==> src/hdl/pcaps_pkg.sv <==
// ----------------------------------------------------------------------------
// pcaps_pkg
// Shared widths, codes and controller/datapath interface types.
// ----------------------------------------------------------------------------
package pcaps_pkg;

  localparam int DATA_W     = 24;
  localparam int VAL_W      = 48;
  localparam int IDX_W      = 4;
  localparam int CNT_W      = 5;
  localparam int LAYERS_DEF = 4;

  localparam logic REQ_LOAD  = 1'b0;
  localparam logic REQ_COORD = 1'b1;

  localparam logic [1:0] SEL_MATRIX = 2'd0;
  localparam logic [1:0] SEL_MEAN   = 2'd1;
  localparam logic [1:0] SEL_INVSIG = 2'd2;
  localparam logic [1:0] SEL_INVEIG = 2'd3;

  typedef struct packed {
    logic             accept;
    logic             rd;
    logic             mul1;
    logic             mul2;
    logic             acc;
    logic             acc_clr;
    logic             sq;
    logic             chi_lo;
    logic             chi_hi;
    logic             chi_add;
    logic             chi_clr;
    logic             emit;
    logic             last;
    logic [CNT_W-1:0] j;
    logic [CNT_W-1:0] i;
  } cmd_t;

  typedef struct packed {
    logic out_busy;
  } status_t;

endpackage

==> src/hdl/pcaps_ctrl.sv <==
// ----------------------------------------------------------------------------
// pcaps_ctrl
// Sequencer: walks components i and coordinates j, issuing datapath steps.
// ----------------------------------------------------------------------------
module pcaps_ctrl
  import pcaps_pkg::*;
#(
  parameter int LAYERS = LAYERS_DEF
) (
  input  logic    clk,
  input  logic    rst,
  input  logic    in_valid,
  output logic    in_ready,
  input  logic    req_type,
  input  logic    last_coord,
  input  status_t status,
  output cmd_t    cmd
);

  localparam int DIM = 3 * LAYERS;
  localparam logic [CNT_W-1:0] LAST_IDX = CNT_W'(DIM - 1);

  localparam logic [3:0] S_IDLE = 4'd0;
  localparam logic [3:0] S_RD   = 4'd1;
  localparam logic [3:0] S_M1   = 4'd2;
  localparam logic [3:0] S_M2   = 4'd3;
  localparam logic [3:0] S_ACC  = 4'd4;
  localparam logic [3:0] S_SQ   = 4'd5;
  localparam logic [3:0] S_CL   = 4'd6;
  localparam logic [3:0] S_CH   = 4'd7;
  localparam logic [3:0] S_CA   = 4'd8;
  localparam logic [3:0] S_EMIT = 4'd9;

  logic [3:0]       state, state_next;
  logic [CNT_W-1:0] i, i_next, j, j_next;
  logic             start, emit_ok;

  assign in_ready = state == S_IDLE;
  assign start    = in_valid && in_ready && req_type == REQ_COORD && last_coord;
  assign emit_ok  = state == S_EMIT && !status.out_busy;

  always_comb begin
    state_next = state;
    i_next     = i;
    j_next     = j;
    unique case (state)
      S_IDLE: if (start) begin
        state_next = S_RD;
        i_next     = '0;
        j_next     = '0;
      end
      S_RD:  state_next = S_M1;
      S_M1:  state_next = S_M2;
      S_M2:  state_next = S_ACC;
      S_ACC: begin
        if (j == LAST_IDX) begin
          state_next = S_SQ;
        end else begin
          j_next     = j + 1'b1;
          state_next = S_RD;
        end
      end
      S_SQ:  state_next = S_CL;
      S_CL:  state_next = S_CH;
      S_CH:  state_next = S_CA;
      S_CA:  state_next = S_EMIT;
      S_EMIT: if (emit_ok) begin
        if (i == LAST_IDX) begin
          state_next = S_IDLE;
        end else begin
          i_next     = i + 1'b1;
          j_next     = '0;
          state_next = S_RD;
        end
      end
      default: state_next = S_IDLE;
    endcase
  end

  always_ff @(posedge clk) begin
    if (rst) begin
      state <= S_IDLE;
      i     <= '0;
      j     <= '0;
    end else begin
      state <= state_next;
      i     <= i_next;
      j     <= j_next;
    end
  end

  always_comb begin
    cmd         = '0;
    cmd.accept  = in_valid && in_ready;
    cmd.rd      = state == S_RD;
    cmd.mul1    = state == S_M1;
    cmd.mul2    = state == S_M2;
    cmd.acc     = state == S_ACC;
    cmd.acc_clr = start || emit_ok;
    cmd.sq      = state == S_SQ;
    cmd.chi_lo  = state == S_CL;
    cmd.chi_hi  = state == S_CH;
    cmd.chi_add = state == S_CA;
    cmd.chi_clr = start;
    cmd.emit    = emit_ok;
    cmd.last    = i == LAST_IDX;
    cmd.i       = i;
    cmd.j       = j;
  end

endmodule

==> config.mk <==
export PLATFORM = sky130hd
export DESIGN_NAME = pcaps_ctrl
export DESIGN_NICKNAME = d
export VERILOG_FILES = /design/src/hdl/pcaps_pkg.sv /design/src/hdl/pcaps_ctrl.sv
export SDC_FILE = /design/constraint.sdc
export NUM_CORES = 1
export LEC_CHECK = 0
export BUFFER_PORTS_ARGS = -buffer_cell sky130_fd_sc_hd__buf_2
export CAP_MARGIN = 20
export CORE_UTILIZATION = 49
export CTS_BUF_LIST = sky130_fd_sc_hd__clkbuf_16
export CTS_CLUSTER_DIAMETER = 200
export CTS_CLUSTER_SIZE = 12
export DETAILED_ROUTE_END_ITERATION = 6
export PLACE_DENSITY = 0.8
export REMOVE_ABC_BUFFERS = 1
export SLEW_MARGIN = 20
export SYNTH_ARGS = -nofsm -noshare
export SYNTH_HDL_FRONTEND = slang
export SYNTH_SLANG_ARGS = --single-unit
==> constraint.sdc <==
create_clock -name clk -period 2 [get_ports clk]
set_input_delay 0.5 -clock clk [delete_from_list [all_inputs] [get_ports clk]]
set_output_delay 0.5 -clock clk [all_outputs]
set_load 0.03 [all_outputs]
Yosys cells after proc, flatten, opt, wreduce, memory -nomap -nowiden:

Cells that the tools add are included.

* bits in registers: 14
* word-level logic and storage cells: 45

* add/subtract/negate cells: 2
* equal/unequal tests: 15
* muxes and demuxes: 13
* reduce and logical (&&, ||, !) cells: 12

Operator list (count)
* case mux 4 bit (10 select lines): 1
* two-way mux 5 bit: 6
* == test 4 x 3 -> 1 bit (second input constant): 4
* case mux 5 bit (3 select lines): 1
* adder 5 x 1 -> 5 bit (second input constant): 2
* == test 5 x 4 -> 1 bit (second input constant): 2
* case mux 5 bit (2 select lines): 1
* == test 4 x 2 -> 1 bit (second input constant): 2
* == test 4 bit (second input constant): 2
* two-way mux 4 bit: 2
* inequality test 2 bit (second input constant): 3
* AND reduction 5 bit: 1
* == test 4 x 1 -> 1 bit (second input constant): 1
* logical AND 1 bit: 4
* zero test 4 bit: 1
* AND reduction 4 bit: 1
* two-way mux 3 bit: 1
* nonzero test 3 bit: 1
* inequality test 2 x 1 -> 1 bit (second input constant): 1
* AND reduction 2 bit: 1
* nonzero test 2 bit: 1
* zero test 1 bit: 1
* logical OR 1 bit: 1
* two-way mux 1 bit: 1

Depth between registers and ports, before layout:

* depth after elaboration: 6
* mapped depth: 7
* gate-level depth less buffers: 5

Worst setup path after synthesis:

No wires, ideal clock.

* path type: register -> register
* from: register i[0]
* to: register j[0]
* setup time: 0.061 ns
* arrival: 2.638 ns
* data required time: 1.939 ns
* slack: -0.699 ns
* stages on the path, launching flop included: 6
* clock period less this slack: 2.699 ns
* cells stage by stage: dfxtp_1 > ha_1 > nor4bb_1 > o32a_2 > or3_1 > a32o_1

RTL lines
* start: declaration: RTL line pcaps_ctrl.sv:35 `logic [CNT_W-1:0] i, i_next, j, j_next;`
* start signal: assignment: RTL line pcaps_ctrl.sv:87 `i <= i_next;`
* end signal: assignment: RTL line pcaps_ctrl.sv:88 `j <= j_next;`
* end: declaration: RTL line pcaps_ctrl.sv:35

==> summary.txt <==
Status: complete, no violations
Routed length on met2: 1.41 mm
# hold bufs at CTS: 0
CTS clk-pin slew, worst paths: 0.05 ns
Number of global-route vias before repair: 877
Share of the cycle needed by the critical path after routing: 0.997
Area leader, netlist: dfxtp_1
WL final: 2.49 mm
Commonest cells after routing, fill and taps aside: 23 x buf_2, 15 x buf_4, 12 x dfxtp_1
Worst hold-check path type: reg2reg
Sw frac: 0.420
Die Y: 45.3 µm
Worst VDD drop: 0.000865 V
Routed length on met3: 74 µm
Commonest non-fill, non-tap cell in the layout: buf_2
R2R setup slack: 0.02 ns
Synthesized cell area: 917 µm²
Avg Synthesized Cell Area: 8.19 µm²
Number of synthesized register bits: 14
DRT iter0 DRCs: 15
Finished Cell Area: 1280 µm²
Total Routing Usage GR: 0.244
Kind of critical path: reg2out
Pwr dens: 1300 nW/µm²
HPWL Detailed: 1.72 mm
Post-route clock skew: 0.00265 ns
Clock power share: 0.230
Antenna violations before repair: 0
Net Switching: 702 µW
Largest net degree at the start of global routing: 12
Hold slack: 0.535 ns
Setup WS post-layout: 0.00695 ns
CP endpoint kind: primary output
# nets final: 157
Total congestion overflow: 0
Ys Warns: 0
Area delta synth->final: 39.8%
Comb power frac: 0.551
Drt first pass iters: 4
PortBufs: 29
Placed instance area: 1110 µm²
Slew margin rel.: 0.683
Final Hold Fails: 0
WP data arrival: 1.49 ns
Longest Clk Path Bufs: 2
Unrepaired setup endpoints after global routing: true
Final GP Congestion: 0.842
Fraction of final layout cells sized beyond drive strength 1: 0.399
Fmax: 502 MHz
Syn Inst Count: 112
Total die area: 2050 µm²
Crit path max fanout: 6
Seq/Total Area, Yosys: 0.306
Top Layer Used: met4
Chip Width: 45.3 µm
Worst Tran Pin Value: 0.469 ns
Multi-input gate area: 607 µm²
CTS root buf: clkbuf_16
Pleak: 0.000539 µW
Setup TNS: 0 ns
CORE AREA: 1750 µm²
Synth area leaders: dfxtp_1 31%, o31ai_1 4.1%, nand3_1 3.3%, nor3_1 3.3%, o21ai_0 3.3%
Diode count: 0
CP Launch Type: register
CTS Buf Count: 3
Initial core utilization: 0.525
Count of cell types in the netlist: 39
DRC viols: 0
Routed via count: 993
R2r startpoint: state[2]$_SDFFE_PP0P_
Yosys top cell area share: 0.306
Fillers: 134
Hold Startpoint: i[0]$_SDFFE_PP0P_
Max Cap Viol: 0
ANT nets after route: 0
Max Slew Vio Count: 0
Setup violations, final: 0
Origin of the worst setup path: state[2]$_SDFFE_PP0P_
Pre-CTS WS: 0.126 ns
Clock Sinks: 14
WL per Instance: 14.4 µm
Skew-Pair Late Insertion Delay: 0.25 ns
First-pass GRT wire length: 3.62 mm
# rows: 15
Fin crit period: 1.99 ns
CTS tree: built
Overall power: 1670 µW
Sequential cell fraction of total power: 0.219
Number of placed I/O pins: 30
Internal: 969 µW
WP data required: 1.50 ns
Drt via density: 5.74
H-tree Lvls: 1
Register area: 283 µm²
DRT met1 WL: 977 µm
final cells by class:
cell class | count | share of cell area
clock buffers | 3 | 0.0585
clock inverters | 1 | 0.00293
inverters | 6 | 0.0195
multi-input cells | 83 | 0.473
flip-flops and latches | 14 | 0.220
well taps | 25 | 0.0244
repair buffers | 41 | 0.201
worst max-delay path: stages, from the launching register on:
cell,delay [ns]
dfxtp_2,0.34
or4_4,0.56
inv_4,0.08
and2_1,0.14
buf_6,0.13
cells in the mapped netlist, drive strengths merged:
cell	number
or4b	1
o22ai	1
o32a	1
nor4bb	2
a22o	1
and2	4
a211oi	1
nand2b	3
nand4b	1
nor2b	1
nor4	3
nand2	8
a21oi	5
nor3b	1
nand3	6
nand4bb	1
nor3	6
mux2i	2
o31ai	5
buf	7
nor2	8
dfxtp	14
o311a	1
a32o	2
or4	1
o311ai	3
ha	2
inv	6
clkbuf	2
o21a	1
or3	2
xnor2	2
o31a	1
mux2	1
o21ai	6
kinds of logic after synthesis:
logic type	Yosys count	share of synthesized area
compound gates	28	0.217
xor+xnor	2	0.0191
fa+ha+maj	2	0.0273
buf+inv	15	0.0818
flops	14	0.306
mux	3	0.0382
simple gates	48	0.311
timing repair:
item / 4_1_cts / 5_1_grt
pin swaps: 1 / 4
setup endpoints to repair: 4 / 10
setup buffers: 1 / 2
gates resized for setup: 7 / 17
power groups by stage:
stage                     registers [µW]  clock network [µW]  logic, µW
after CTS                            363                 383        848
after global routing                 370                 401        991
after floorplan                      404                   0        515
final                                365                 384        921
after global placement               364                   0        778
after detailed placement             365                   0        798
worst paths after layout:
| check | endpoint | cells past startpoint |
|---|---|---|
| worst max register to register | i[2]$_SDFFE_PP0P_ | 5 |
| worst min-delay path | i[0]$_SDFFE_PP0P_ | 2 |
| worst min register to register | i[0]$_SDFFE_PP0P_ | 2 |
| worst max-delay path | cmd[22] | 4 |
sequential cells by signal, indices dropped and copies added, names as in the netlist:
signal	cells
j	5
i	5
state	4
per-layer routing:
layer  global-route usage  up-vias
li1                     -      490
met1                0.260      469
met2                0.441       31
met3               0.0560        3
met4                0.127        0
met5                    0        -
metrics by stage:
stage               cells   util
finish                173  0.735
global route          173  0.735
detailed placement    166  0.635
CTS                   171  0.699
floorplan             103      -
global placement      166  0.635
Power figures use the tool's default switching activity.
